<file path="src/hw/rtl/jbt_pkg.sv">
package jbt_pkg;

   // Offsets and lengths as shown on the result channel
   localparam int OFS_W = 24;

   // Lexer modes
   typedef enum logic [2:0] {
      MODE_IDLE,
      MODE_STR,
      MODE_ESC,
      MODE_HEX,
      MODE_NUM,
      MODE_WORD
   } mode_type;

   typedef enum logic [3:0] {
      TOK_LBRACE   = 4'd0,
      TOK_LBRACKET = 4'd1,
      TOK_RBRACE   = 4'd2,
      TOK_RBRACKET = 4'd3,
      TOK_COLON    = 4'd4,
      TOK_COMMA    = 4'd5,
      TOK_STRING   = 4'd6,
      TOK_NUMBER   = 4'd7,
      TOK_TRUE     = 4'd8,
      TOK_FALSE    = 4'd9,
      TOK_NULL     = 4'd10
   } kind_type;

   typedef enum logic [2:0] {
      ERR_NONE     = 3'd0,
      ERR_ILLEGAL  = 3'd1,
      ERR_NUMBER   = 3'd2,
      ERR_WORD     = 3'd3,
      ERR_ESCAPE   = 3'd4,
      ERR_UNTERM   = 3'd5
   } err_type;

   // Number grammar phases
   localparam logic [3:0] PH_NONE  = 4'd0;
   localparam logic [3:0] PH_MINUS = 4'd1;
   localparam logic [3:0] PH_ZERO  = 4'd2;
   localparam logic [3:0] PH_INT   = 4'd3;
   localparam logic [3:0] PH_DOT   = 4'd4;
   localparam logic [3:0] PH_FRAC  = 4'd5;
   localparam logic [3:0] PH_EMARK = 4'd6;
   localparam logic [3:0] PH_ESIGN = 4'd7;
   localparam logic [3:0] PH_EXP   = 4'd8;
   localparam logic [3:0] PH_END   = 4'd14;
   localparam logic [3:0] PH_BAD   = 4'd15;

   // Word kinds
   localparam logic [1:0] WK_TRUE  = 2'd0;
   localparam logic [1:0] WK_FALSE = 2'd1;
   localparam logic [1:0] WK_NULL  = 2'd2;

   // Characters
   localparam logic [7:0] CH_LBRACE   = 8'h7B;
   localparam logic [7:0] CH_RBRACE   = 8'h7D;
   localparam logic [7:0] CH_LBRACKET = 8'h5B;
   localparam logic [7:0] CH_RBRACKET = 8'h5D;
   localparam logic [7:0] CH_COLON    = 8'h3A;
   localparam logic [7:0] CH_COMMA    = 8'h2C;
   localparam logic [7:0] CH_QUOTE    = 8'h22;
   localparam logic [7:0] CH_BSLASH   = 8'h5C;
   localparam logic [7:0] CH_SLASH    = 8'h2F;
   localparam logic [7:0] CH_MINUS    = 8'h2D;
   localparam logic [7:0] CH_PLUS     = 8'h2B;
   localparam logic [7:0] CH_DOT      = 8'h2E;
   localparam logic [7:0] CH_SPACE    = 8'h20;
   localparam logic [7:0] CH_TAB      = 8'h09;
   localparam logic [7:0] CH_CR       = 8'h0D;
   localparam logic [7:0] CH_ZERO     = 8'h30;
   localparam logic [7:0] CH_NINE     = 8'h39;
   localparam logic [7:0] CH_LOW_A    = 8'h61;
   localparam logic [7:0] CH_LOW_B    = 8'h62;
   localparam logic [7:0] CH_LOW_E    = 8'h65;
   localparam logic [7:0] CH_LOW_F    = 8'h66;
   localparam logic [7:0] CH_LOW_L    = 8'h6C;
   localparam logic [7:0] CH_LOW_N    = 8'h6E;
   localparam logic [7:0] CH_LOW_R    = 8'h72;
   localparam logic [7:0] CH_LOW_S    = 8'h73;
   localparam logic [7:0] CH_LOW_T    = 8'h74;
   localparam logic [7:0] CH_LOW_U    = 8'h75;
   localparam logic [7:0] CH_UP_A     = 8'h41;
   localparam logic [7:0] CH_UP_E     = 8'h45;
   localparam logic [7:0] CH_UP_F     = 8'h46;

   // One result item
   typedef struct packed {
      kind_type         kind;
      logic [OFS_W-1:0] start;
      logic [OFS_W-1:0] length;
      err_type          err;
      logic             last;
   } result_type;

   // Results produced by one byte, handed to the result queue
   typedef struct packed {
      logic [1:0] count;
      result_type first;
      result_type second;
   } push_type;

   function automatic logic is_space(input logic [7:0] c);
      return (c == CH_SPACE) || (c >= CH_TAB && c <= CH_CR);
   endfunction

   function automatic logic is_digit(input logic [7:0] c);
      return (c >= CH_ZERO) && (c <= CH_NINE);
   endfunction

   function automatic logic is_hex(input logic [7:0] c);
      return is_digit(c) || (c >= CH_LOW_A && c <= CH_LOW_F) ||
             (c >= CH_UP_A && c <= CH_UP_F);
   endfunction

   function automatic logic is_struct(input logic [7:0] c);
      return (c == CH_LBRACE) || (c == CH_LBRACKET) || (c == CH_RBRACE) ||
             (c == CH_RBRACKET) || (c == CH_COLON) || (c == CH_COMMA);
   endfunction

   function automatic kind_type struct_kind(input logic [7:0] c);
      kind_type k;
      case (c)
         CH_LBRACE:   k = TOK_LBRACE;
         CH_LBRACKET: k = TOK_LBRACKET;
         CH_RBRACE:   k = TOK_RBRACE;
         CH_RBRACKET: k = TOK_RBRACKET;
         CH_COLON:    k = TOK_COLON;
         default:     k = TOK_COMMA;
      endcase
      return k;
   endfunction

   function automatic logic num_can_end(input logic [3:0] ph);
      return (ph == PH_ZERO) || (ph == PH_INT) || (ph == PH_FRAC) || (ph == PH_EXP);
   endfunction

   // Next number phase for one byte
   function automatic logic [3:0] num_next(input logic [3:0] ph, input logic [7:0] c);
      logic       delim;
      logic       expo;
      logic       dig;
      logic [3:0] nx;
      delim = is_space(c) || (c == CH_RBRACE) || (c == CH_COMMA) || (c == CH_RBRACKET);
      expo  = (c == CH_LOW_E) || (c == CH_UP_E);
      dig   = is_digit(c);
      case (ph)
         PH_MINUS: nx = (c == CH_ZERO) ? PH_ZERO : (dig ? PH_INT : PH_BAD);
         PH_ZERO:  nx = (c == CH_DOT) ? PH_DOT : expo ? PH_EMARK :
                        delim ? PH_END : PH_BAD;
         PH_INT:   nx = (c == CH_DOT) ? PH_DOT : expo ? PH_EMARK :
                        delim ? PH_END : dig ? PH_INT : PH_BAD;
         PH_DOT:   nx = dig ? PH_FRAC : PH_BAD;
         PH_FRAC:  nx = dig ? PH_FRAC : expo ? PH_EMARK : delim ? PH_END : PH_BAD;
         PH_EMARK: nx = (c == CH_PLUS || c == CH_MINUS) ? PH_ESIGN :
                        dig ? PH_EXP : PH_BAD;
         PH_ESIGN: nx = dig ? PH_EXP : PH_BAD;
         PH_EXP:   nx = dig ? PH_EXP : delim ? PH_END : PH_BAD;
         default:  nx = PH_BAD;
      endcase
      return nx;
   endfunction

   function automatic logic [2:0] word_len(input logic [1:0] wk);
      logic [2:0] n;
      case (wk)
         WK_TRUE:  n = 3'd4;
         WK_FALSE: n = 3'd5;
         WK_NULL:  n = 3'd4;
         default:  n = 3'd0;
      endcase
      return n;
   endfunction

   function automatic kind_type word_tok(input logic [1:0] wk);
      kind_type k;
      case (wk)
         WK_TRUE:  k = TOK_TRUE;
         WK_FALSE: k = TOK_FALSE;
         default:  k = TOK_NULL;
      endcase
      return k;
   endfunction

   // Letter of a word at a position; only read below the word's length
   function automatic logic [7:0] word_char(input logic [1:0] wk, input logic [2:0] idx);
      logic [7:0] ch;
      ch = 8'h00;
      case (wk)
         WK_TRUE: begin
            case (idx)
               3'd0:    ch = CH_LOW_T;
               3'd1:    ch = CH_LOW_R;
               3'd2:    ch = CH_LOW_U;
               default: ch = CH_LOW_E;
            endcase
         end
         WK_FALSE: begin
            case (idx)
               3'd0:    ch = CH_LOW_F;
               3'd1:    ch = CH_LOW_A;
               3'd2:    ch = CH_LOW_L;
               3'd3:    ch = CH_LOW_S;
               default: ch = CH_LOW_E;
            endcase
         end
         default: begin
            case (idx)
               3'd0:    ch = CH_LOW_N;
               3'd1:    ch = CH_LOW_U;
               default: ch = CH_LOW_L;
            endcase
         end
      endcase
      return ch;
   endfunction

endpackage

</file>
<file path="src/hw/rtl/jbt_lexer.sv">
module jbt_lexer
   import jbt_pkg::*;
#(
   parameter int POS_BITS = 24
) (
   input  logic       clock,
   input  logic       reset,
   input  logic       take,
   input  logic [7:0] byte_in,
   input  logic       doc_end,
   output push_type   push
);

   mode_type            mode_ff,  mode_in;
   logic [3:0]          phase_ff, phase_in;
   logic [2:0]          hex_ff,   hex_in;
   logic [1:0]          wkind_ff, wkind_in;
   logic [2:0]          widx_ff,  widx_in;
   logic [POS_BITS-1:0] pos_ff,   pos_in;
   logic [POS_BITS-1:0] begin_ff, begin_in;
   logic                hold_ff,  hold_in;

   logic [POS_BITS-1:0] pos_inc;
   logic [3:0]          num_nx;
   logic                start_en;
   err_type             fault;
   logic                tok_v, st_v, end_v;
   result_type          tok_r, st_r, end_r, err_r;
   logic [1:0]          cnt;

   assign pos_inc = POS_BITS'(pos_ff + 1'b1);
   assign num_nx  = num_next(phase_ff, byte_in);

   // Per-byte lexing: mode step, token start, end of document, error
   always_comb begin
      mode_in  = mode_ff;
      phase_in = phase_ff;
      hex_in   = hex_ff;
      wkind_in = wkind_ff;
      widx_in  = widx_ff;
      begin_in = begin_ff;
      hold_in  = hold_ff;
      pos_in   = pos_inc;
      start_en = 1'b0;
      fault    = ERR_NONE;
      tok_v    = 1'b0;
      st_v     = 1'b0;
      end_v    = 1'b0;
      tok_r    = '0;
      st_r     = '0;
      end_r    = '0;
      err_r    = '0;

      if (!hold_ff) begin
         unique case (mode_ff)
            MODE_IDLE: start_en = 1'b1;
            MODE_STR: begin
               if (byte_in == CH_BSLASH) begin
                  mode_in = MODE_ESC;
               end else if (byte_in == CH_QUOTE) begin
                  tok_v        = 1'b1;
                  tok_r.kind   = TOK_STRING;
                  tok_r.start  = OFS_W'(begin_ff);
                  tok_r.length = OFS_W'(POS_BITS'(pos_ff - begin_ff));
                  mode_in      = MODE_IDLE;
               end
            end
            MODE_ESC: begin
               case (byte_in) inside
                  CH_QUOTE, CH_BSLASH, CH_SLASH, CH_LOW_B, CH_LOW_F,
                  CH_LOW_N, CH_LOW_R, CH_LOW_T: mode_in = MODE_STR;
                  CH_LOW_U: begin
                     mode_in = MODE_HEX;
                     hex_in  = 3'd4;
                  end
                  default: fault = ERR_ESCAPE;
               endcase
            end
            MODE_HEX: begin
               if (is_hex(byte_in)) begin
                  hex_in = hex_ff - 1'b1;
                  if (hex_ff == 3'd1) begin
                     mode_in = MODE_STR;
                  end
               end else begin
                  fault = ERR_ESCAPE;
               end
            end
            MODE_NUM: begin
               if (num_nx == PH_END) begin
                  tok_v        = 1'b1;
                  tok_r.kind   = TOK_NUMBER;
                  tok_r.start  = OFS_W'(begin_ff);
                  tok_r.length = OFS_W'(POS_BITS'(pos_ff - begin_ff));
                  mode_in      = MODE_IDLE;
                  phase_in     = PH_NONE;
                  start_en     = 1'b1;
               end else if (num_nx == PH_BAD) begin
                  fault = ERR_NUMBER;
               end else begin
                  phase_in = num_nx;
               end
            end
            MODE_WORD: begin
               if ((widx_ff < word_len(wkind_ff)) &&
                   (byte_in == word_char(wkind_ff, widx_ff))) begin
                  widx_in = widx_ff + 1'b1;
                  if (widx_in == word_len(wkind_ff)) begin
                     tok_v        = 1'b1;
                     tok_r.kind   = word_tok(wkind_ff);
                     tok_r.start  = OFS_W'(begin_ff);
                     tok_r.length = OFS_W'(word_len(wkind_ff));
                     mode_in      = MODE_IDLE;
                     widx_in      = 3'd0;
                  end
               end else begin
                  fault = ERR_WORD;
               end
            end
            default: mode_in = MODE_IDLE;
         endcase

         // Start of a new token from the between-tokens mode, or from the byte that closes a number
         if (start_en) begin
            if (is_space(byte_in)) begin
               // nothing to do
            end else if (is_struct(byte_in)) begin
               st_v        = 1'b1;
               st_r.kind   = struct_kind(byte_in);
               st_r.start  = OFS_W'(pos_ff);
               st_r.length = OFS_W'(1);
            end else if (byte_in == CH_QUOTE) begin
               mode_in  = MODE_STR;
               begin_in = pos_inc;
            end else if (byte_in == CH_MINUS || is_digit(byte_in)) begin
               mode_in  = MODE_NUM;
               begin_in = pos_ff;
               phase_in = (byte_in == CH_MINUS) ? PH_MINUS :
                          (byte_in == CH_ZERO) ? PH_ZERO : PH_INT;
            end else if (byte_in == CH_DOT) begin
               fault = ERR_NUMBER;
            end else if (byte_in == CH_LOW_T || byte_in == CH_LOW_F ||
                         byte_in == CH_LOW_N) begin
               mode_in  = MODE_WORD;
               begin_in = pos_ff;
               wkind_in = (byte_in == CH_LOW_T) ? WK_TRUE :
                          (byte_in == CH_LOW_F) ? WK_FALSE : WK_NULL;
               widx_in  = 3'd1;
            end else begin
               fault = ERR_ILLEGAL;
            end
         end

         // End of document closes or rejects whatever is open
         if (fault == ERR_NONE && doc_end) begin
            if (mode_in == MODE_STR || mode_in == MODE_ESC || mode_in == MODE_HEX) begin
               fault = ERR_UNTERM;
            end else if (mode_in == MODE_NUM) begin
               if (num_can_end(phase_in)) begin
                  end_v        = 1'b1;
                  end_r.kind   = TOK_NUMBER;
                  end_r.start  = OFS_W'(begin_in);
                  end_r.length = OFS_W'(POS_BITS'(pos_inc - begin_in));
               end else begin
                  fault = ERR_UNTERM;
               end
            end else if (mode_in == MODE_WORD) begin
               fault = ERR_WORD;
            end
         end

         if (fault != ERR_NONE) begin
            err_r.kind  = TOK_LBRACE;
            err_r.start = OFS_W'(pos_ff);
            err_r.err   = fault;
            hold_in     = 1'b1;
            mode_in     = MODE_IDLE;
         end
      end

      // Every document starts afresh at offset zero
      if (doc_end) begin
         mode_in  = MODE_IDLE;
         phase_in = PH_NONE;
         hex_in   = '0;
         wkind_in = '0;
         widx_in  = '0;
         pos_in   = '0;
         begin_in = '0;
         hold_in  = 1'b0;
      end
   end

   // Order the results; an error never shares a byte with a token
   always_comb begin
      push = '0;
      if (hold_ff) begin
         cnt = 2'd0;
      end else if (fault != ERR_NONE) begin
         cnt = 2'd1;
      end else begin
         cnt = 2'(tok_v) + 2'(st_v) + 2'(end_v);
      end
      push.count  = take ? cnt : 2'd0;
      push.first  = tok_v ? tok_r : st_v ? st_r : end_v ? end_r : err_r;
      push.first.last = (cnt == 2'd1);
      push.second = st_r;
      push.second.last = 1'b1;
   end

   always_ff @(posedge clock) begin
      if (reset) begin
         mode_ff  <= MODE_IDLE;
         phase_ff <= PH_NONE;
         hex_ff   <= '0;
         wkind_ff <= '0;
         widx_ff  <= '0;
         pos_ff   <= '0;
         begin_ff <= '0;
         hold_ff  <= 1'b0;
      end else if (take) begin
         mode_ff  <= mode_in;
         phase_ff <= phase_in;
         hex_ff   <= hex_in;
         wkind_ff <= wkind_in;
         widx_ff  <= widx_in;
         pos_ff   <= pos_in;
         begin_ff <= begin_in;
         hold_ff  <= hold_in;
      end
   end

endmodule

</file>
<file path="src/hw/rtl/jbt_result_fifo.sv">
module jbt_result_fifo
   import jbt_pkg::*;
(
   input  logic       clock,
   input  logic       reset,
   input  push_type   push,
   input  logic       pop,
   output logic       not_empty,
   output logic       room2,
   output result_type head
);

   localparam int DEPTH = 4;
   localparam int PTR_W = $clog2(DEPTH);

   result_type         mem_ff [DEPTH];
   logic [PTR_W-1:0]   wr_ff, wr_in;
   logic [PTR_W-1:0]   rd_ff, rd_in;
   logic [PTR_W:0]     cnt_ff, cnt_in;
   logic [PTR_W-1:0]   wr_next;
   logic               do_pop;

   assign not_empty = (cnt_ff != '0);
   assign room2     = (cnt_ff <= (PTR_W+1)'(DEPTH - 2));
   assign head      = mem_ff[rd_ff];
   assign do_pop    = pop && not_empty;
   assign wr_next   = PTR_W'(wr_ff + 1'b1);

   // Pointer and fill bookkeeping, up to two writes per cycle
   always_comb begin
      wr_in  = PTR_W'(wr_ff + push.count);
      rd_in  = do_pop ? PTR_W'(rd_ff + 1'b1) : rd_ff;
      cnt_in = (PTR_W+1)'(cnt_ff + (PTR_W+1)'(push.count) - (PTR_W+1)'(do_pop));
   end

   always_ff @(posedge clock) begin
      if (reset) begin
         wr_ff  <= '0;
         rd_ff  <= '0;
         cnt_ff <= '0;
      end else begin
         wr_ff  <= wr_in;
         rd_ff  <= rd_in;
         cnt_ff <= cnt_in;
      end
   end

   // Entry storage
   always_ff @(posedge clock) begin
      if (push.count != 2'd0) begin
         mem_ff[wr_ff] <= push.first;
      end
      if (push.count == 2'd2) begin
         mem_ff[wr_next] <= push.second;
      end
   end

endmodule

</file>
<file path="src/hw/rtl/json_byte_tokenizer.sv">
// An accepted byte waits in the input register; its results go into the result queue,
//   whose head drives rsp_. Throughput: one byte per cycle while the queue has room
//   for two results; a number closed by a structural byte gives two results, which the
//   4-entry result queue absorbs; bytes stall only when rsp_stall leaves over two queued.
// Reset (synchronous, active high): lexer between tokens at offset zero, input
//   register and result queue empty.
module json_byte_tokenizer
   import jbt_pkg::*;
#(
   parameter int POS_BITS = 24
) (
   input  logic        clock,
   input  logic        reset,
   input  logic        req_valid,
   output logic        req_stall,
   input  logic [7:0]  req_byte_in,
   input  logic        req_doc_end,
   output logic        rsp_valid,
   input  logic        rsp_stall,
   output logic [3:0]  rsp_token_kind,
   output logic [23:0] rsp_token_start,
   output logic [23:0] rsp_token_length,
   output logic [2:0]  rsp_error_code,
   output logic        rsp_run_last
);

   logic       s1_valid_ff, s1_valid_in;
   logic [7:0] s1_byte_ff;
   logic       s1_end_ff;
   logic       take;
   logic       accept;
   logic       room2;
   push_type   push;
   result_type head;

   // Input register advances when the queue has room for two results
   assign take      = s1_valid_ff && room2;
   assign req_stall = s1_valid_ff && !take;
   assign accept    = req_valid && !req_stall;

   always_comb begin
      if (accept) begin
         s1_valid_in = 1'b1;
      end else if (take) begin
         s1_valid_in = 1'b0;
      end else begin
         s1_valid_in = s1_valid_ff;
      end
   end

   always_ff @(posedge clock) begin
      if (reset) begin
         s1_valid_ff <= 1'b0;
      end else begin
         s1_valid_ff <= s1_valid_in;
      end
   end

   always_ff @(posedge clock) begin
      if (accept) begin
         s1_byte_ff <= req_byte_in;
         s1_end_ff  <= req_doc_end;
      end
   end

   jbt_lexer #(
      .POS_BITS (POS_BITS)
   ) u_lexer (
      .clock   (clock),
      .reset   (reset),
      .take    (take),
      .byte_in (s1_byte_ff),
      .doc_end (s1_end_ff),
      .push    (push)
   );

   jbt_result_fifo u_queue (
      .clock     (clock),
      .reset     (reset),
      .push      (push),
      .pop       (!rsp_stall),
      .not_empty (rsp_valid),
      .room2     (room2),
      .head      (head)
   );

   // Result channel fields
   assign rsp_token_kind   = head.kind;
   assign rsp_token_start  = head.start;
   assign rsp_token_length = head.length;
   assign rsp_error_code   = head.err;
   assign rsp_run_last     = head.last;

endmodule

</file>
<file path="config.mk">
export PLATFORM = sky130hd
export DESIGN_NAME = json_byte_tokenizer
export DESIGN_NICKNAME = d
export VERILOG_FILES = /design/src/hw/rtl/jbt_pkg.sv /design/src/hw/rtl/jbt_lexer.sv /design/src/hw/rtl/jbt_result_fifo.sv /design/src/hw/rtl/json_byte_tokenizer.sv
export SDC_FILE = /design/constraint.sdc
export NUM_CORES = 1
export LEC_CHECK = 0
export BUFFER_PORTS_ARGS = -buffer_cell sky130_fd_sc_hd__clkbuf_2
export CAP_MARGIN = 20
export CORE_AREA = 2 2 204 206
export CTS_CLUSTER_DIAMETER = 120
export DETAILED_ROUTE_END_ITERATION = 16
export DIE_AREA = 0 0 206 208
export GPL_ROUTABILITY_DRIVEN = 1
export PLACE_DENSITY_LB_ADDON = 0.05
export SYNTH_ARGS = -nofsm -noshare
export SYNTH_HDL_FRONTEND = slang
export SYNTH_SLANG_ARGS = --single-unit
</file>
<file path="constraint.sdc">
create_clock -name clock -period 8.42 [get_ports clock]
set_input_delay 1.263 -clock clock [delete_from_list [all_inputs] [get_ports clock]]
set_output_delay 1.263 -clock clock [all_outputs]
set_load 0.02 [all_outputs]
</file>
== Word level (Yosys, flattened, before mapping) ==
Memory sizes are Yosys's and may differ from the RTL's. A register that Yosys moved wholly into a read port is not among the register bits.
Cells that the tools add are included.

* Register bits: 81
* Memory bits (writable): 224
* Input bits: 13
* Output and inout port bits: 58
* Word-level logic and storage cells: 332
* Memories kept: 1

{| class="wikitable"
|+ Memories
! name !! depth !! width !! rd ports !! clocked after memory_dff !! write ports !! line !! text
|-
| u_queue.mem_ff || 4 || 56 || 1 || 1 || 2 || jbt_result_fifo.sv:16 || <nowiki>result_type mem_ff [DEPTH];</nowiki>
|}

* Add/sub/neg operators: 12
* Order comparisons: 10
* Eq/ne operators: 65
* Mux-type cells: 179
* Reduce and logical (&&, ||, !) cells: 51

{| class="wikitable"
|+ Operator list
! cell !! count
|-
| 52-bit two-way mux || 12
|-
| 24-bit two-way mux || 12
|-
| 3-bit two-way mux || 64
|-
| 56-bit two-way mux || 3
|-
| 52-bit one-hot mux with 3 select lines || 1
|-
| 51-bit two-way mux || 3
|-
| 8-bit by 7-bit equality test with 1-bit output, second input constant || 13
|-
| 4-bit two-way mux || 23
|-
| 8-bit by 6-bit equality test with 1-bit output, second input constant || 9
|-
| 24-bit subtractor || 2
|-
| 2-bit two-way mux || 18
|-
| 4-bit one-hot mux with 8 select lines || 1
|-
| 28-bit two-way mux || 1
|-
| 1-bit two-way mux || 27
|-
| 24-bit by 1-bit adder with 24-bit output, second input constant || 1
|-
| 1-bit logical OR || 21
|-
| 4-bit by 3-bit equality test with 1-bit output, second input constant || 5
|-
| 5-bit one-hot mux with 4 select lines || 1
|-
| 3-bit by 2-bit equality test with 1-bit output, second input constant || 6
|-
| 3-bit one-hot mux with 6 select lines || 1
|-
| 4-bit by 2-bit equality test with 1-bit output, second input constant || 4
|-
| 4-bit equality test, second input constant || 4
|-
| 8-bit by 7-bit >= comparator with 1-bit output, second input constant || 2
|-
| 8-bit by 7-bit less-or-equal comparator with 1-bit output, second input constant || 2
|-
| 45 further kinds || 81
|}

== Depth between registers and ports, before layout ==
* Depth in word-level cells: 37
* Gate-level depth with buffers: 25
* Mapped depth without buffers: 22

== By module ==
Synthesis repeated with hierarchy kept, for this count alone.

* Cells, all modules: 1876
* Area, all modules: 20367.0 um2

{| class="wikitable"
|+ By module, submodules not included
! module !! times used !! cells an instance !! area each (um2)
|-
| jbt_result_fifo || 1 || 590 || 11264.6
|-
| jbt_lexer || 1 || 1271 || 8772.2
|-
| json_byte_tokenizer || 1 || 15 || 330.3
|}

== Worst setup path after synthesis ==
No wires, ideal clock.

* Path type: reg-to-reg
* Start point: reg u_lexer.widx_ff[2]
* End point: mem u_queue.mem_ff[0][54] in the netlist's numbering, data pin
* Arrival: 5.948 ns
* Path slack: 2.208 ns
* Stages on the path, launching flop included: 20
* Buffers on the path: 2
* Cell sequence: dfxtp_1 -> clkbuf_1 -> inv_1 -> ha_1 -> or4b_2 -> o22ai_1 -> mux2_2 -> a31oi_1 -> a21oi_1 -> a2111o_1 -> nand2b_1 -> nor2_1 -> nand3b_1 -> inv_2 -> clkbuf_1 -> fa_1 -> a2111oi_4 -> nand3b_1 -> nand2_1 -> a21boi_0

{| class="wikitable"
|+ RTL lines
! item !! line !! text
|-
| start: declaration || jbt_lexer.sv:18 || <nowiki>logic [2:0] widx_ff, widx_in;</nowiki>
|-
| start signal: assignment || jbt_lexer.sv:226 || <nowiki>widx_ff <= widx_in;</nowiki>
|-
| end: declaration || jbt_result_fifo.sv:16 ||
|}

==> flow_metrics.py <==
metrics = {
    "clocking": {
        "htree_levels": 2,
        "cts_tree": "built",
        "path_clk_slew_ns": 0.07,
        "cts_root_buffer": "clkbuf_16",
        "post_cts_buffers": 0,
        "cts_hold_buf": 0,
        "cts_made_buffers": 37,
        "clk_path_buf_depth": 3,
        "ctsResizeCount": 0,
        "clock_latency_ns": 0.56,
        "clkSinkCount": 307,
    },
    "setup_path": {
        "cp.required_ns": 8.83,
        "crit_type": "reg2reg",
        "slowest_stage": "or4b_2",
        "cp_max_fo": 13,
        "cpPeakStageDelay_ns": 0.68,
        "start_kind": "flip-flop",
        "worst_setup_path_end_kind": "flip-flop",
        "worst_path_dominant_cell_family": "compound AO/OA/AOI/OAI gates",
        "critPathBufInv": 3,
        "cp.arrival_ns": 7.51,
        "rrSetupSlack_ns": 1.32,
        "worstPathCellList": "inv_1 -> or4b_2 -> a221o_1 -> and4b_1 -> buf_4 -> o21ai_1 -> inv_1 -> o21ai_0 -> ha_1 -> nor2b_1 -> o31ai_1 -> or4b_2 -> a221oi_1 -> a311oi_1 -> or3_1 -> a41oi_1 -> nor2b_1 -> o21a_1 -> nor3_1 -> a2bb2oi_1 -> a21oi_1",
    },
    "placed_design": {
        "dp_hpwl_um": 42800,
        "dpl_cell_area_um2": 18900,
        "io_buffer_count": 70,
        "pre_cts_ws_ns": 1.36,
        "place_congestion": 0.947,
    },
    "floorplan": {
        "placementRows": 74,
        "ios": 71,
        "start_util_pct": 44.8,
        "dieArea_um2": 42800,
        "die_w_um": 206,
        "core_um2": 40600,
        "die-height_um": 208,
    },
    "timing": {
        "setup_viol": 0,
        "fin_setup_tns_ns": 0,
        "rsz0062_at_grt": "false",
        "relSlewSlack_pct": 25.8,
        "fmax_mhz": 141,
        "layout_min_cycle_time_ns": 7.10,
        "slew_violations": 0,
        "fin_crit_sh_pct": 84.4,
        "setup_ws_ns": 1.32,
        "hold_viol": 0,
        "fin_skew_ns": 0.0222,
        "worst_pin_slew_ns": 1.11,
    },
    "yosys": {
        "syn_inst": 1888,
        "async_flop_share_pct": 0,
        "synth_edf_count": 121,
        "synth.net_count": 1965,
        "synthesis.area_um2": 18200,
        "synth-main-ff-cell": "dfxtp_1",
        "yosysSeqAreaShare_pct": 40.5,
        "synth_cell_types": 93,
        "ys_ff_latch": 307,
        "ys_warn_count": 0,
        "avgSynthCellArea_um2": 9.62,
    },
    "routing": {
        "wl_um": 61300,
        "ant_nets": 0,
        "via_per_inst": 6.35,
        "drt_pre_antenna_iters": 5,
        "drc": 0,
        "vias": 15500,
        "wl_per_cell_um": 25.0,
        "dr.first_iter.drc_count": 1419,
    },
    "cells_and_area": {
        "fillCellCount": 3833,
        "drive_gt1_share_pct": 14.2,
        "layout_commonest_cell": "nor2_1",
        "nets": 1963,
        "final_cell_mix": "nor2_1 (207), dfxtp_1 (184), edfxtp_1 (121)",
        "design_area_um2": 20100,
        "syn2layout_area_growth_pct": 10.6,
        "multi_input_area_um2": 9920,
        "regArea_um2": 7360,
    },
    "pwr": {
        "power.total_mw": 4.41,
        "power.density_nw_per_um2": 219,
        "ir_drop_uv": 177,
        "p_leak_nw": 6.78,
    },
    "run_status": {
        "outcome": "completed",
    },
    "global_route": {
        "grt_pass1_wl_um": 92800,
        "grt_max_degree": 74,
        "grt_overflow_total": 0,
        "grt_usage_pct": 28.5,
        "grt_pass1_vias": 14900,
        "antenna_found_initial": 0,
    },
    "job": {
        "max_cap_viol_count": 0,
    },
    "hold_path": {
        "hold_path.class": "reg2reg",
    },
}
sequential cells by signal (all words and copies together), names as in the netlist, named ones only:
signal,flops
u_lexer.mode_ff,3
u_queue.rd_ff,2
s1_byte_ff,8
u_queue.cnt_ff,3
s1_valid_ff,1
u_queue.mem_ff,224
u_lexer.begin_ff,24
s1_end_ff,1
u_queue.wr_ff,2
u_lexer.widx_ff,3
u_lexer.wkind_ff,2
u_lexer.pos_ff,24
u_lexer.phase_ff,4
u_lexer.hold_ff,1
u_lexer.hex_ff,3
worst paths after layout:
kind	end	startpoint	depth (start not counted)
worst max register to register	u_queue.mem_ff[0][27]	s1_byte_ff[3]	21
worst min register to register	u_queue.mem_ff[0][55]	u_queue.mem_ff[0][55]	2
worst min-delay path	u_queue.mem_ff[0][55]	u_queue.mem_ff[0][55]	2
worst max-delay path	u_queue.mem_ff[0][27]	s1_byte_ff[3]	21
per-stage QoR:
stage / utilization (%) / hold slack [ns] / instances
6_report: 49.5 / 0.455 / 2447
3_5_place_dp: 46.5 / 0.442 / 2379
5_1_grt: 49.5 / 0.471 / 2446
4_1_cts: 49.5 / 0.457 / 2446
2_1_floorplan: - / 0.427 / 1888
3_3_place_gp: 46.5 / 0.440 / 2379
worst register-to-register path, delay by kind of cell, from the launching register on:
kind / cells / cell delay [ns]
AO/OA/AOI/OAI: 10 / 3.14
flip-flops: 1 / 0.57
AND/OR/NAND/NOR: 7 / 2.37
adder cells (fa/ha/maj): 1 / 0.33
buffers and inverters: 3 / 0.55
per-layer routing:
layer	wire length (um)	track usage [%]	vias up
met2	28300	45.1	572
met1	26400	39.3	7672
met4	2360	10.7	0
met3	4190	4.40	126
li1	-	-	7163
met5	0	0	-
where the power goes:
part	internal, mW	switching, mW
Clock	0.936	0.659
Sequential	1.66	0.0908
Combinational	0.435	0.626
area by class of cell:
class	instances	area share, %
Sequential cell	307	36.7
Tap cell	532	3.31
Multi-Input combinational cell	1363	49.4
Timing Repair Buffer	112	3.38
Antenna cell	1	0.0125
Clock inverter	19	0.847
Clock buffer	48	5.17
Inverter	65	1.21
Yosys cell counts, drive strengths merged (11+ instances only):
cell type  count  area (um2)
nor2         208         781
a22oi         52         390
xnor2         47         412
edfxtp       121        3630
and2          12        75.1
o21ai        107         539
a21o          13        97.6
buf           55         289
inv           64         240
mux4          56        1260
a2bb2oi       11        96.3
nor4          11         114
a21oi        115         576
and3          17         111
dfxtp        186        3720
nand2b        16         100
xor2          27         236
a22o          45         394
nand2         74         278
or3           16         100
ha            60         751
a211oi        31         238
nor2b         27         169
nand3         78         390
nor3          26         130
clkbuf        98         368
o2bb2ai       99         867
o22ai         32         200
nand4         12        75.1
kinds of logic after synthesis:
kind of cell | count (synthesis) | share of synthesized area, %
flip-flops | 307 | 40.5
AND/OR/NAND/NOR | 552 | 15.2
buffers and inverters | 218 | 4.96
multiplexers | 61 | 7.23
XOR/XNOR | 74 | 3.57
AO/OA/AOI/OAI | 612 | 24.0
adder cells (fa/ha/maj) | 64 | 4.57
Note: power is estimated with default switching activity, not from simulation.
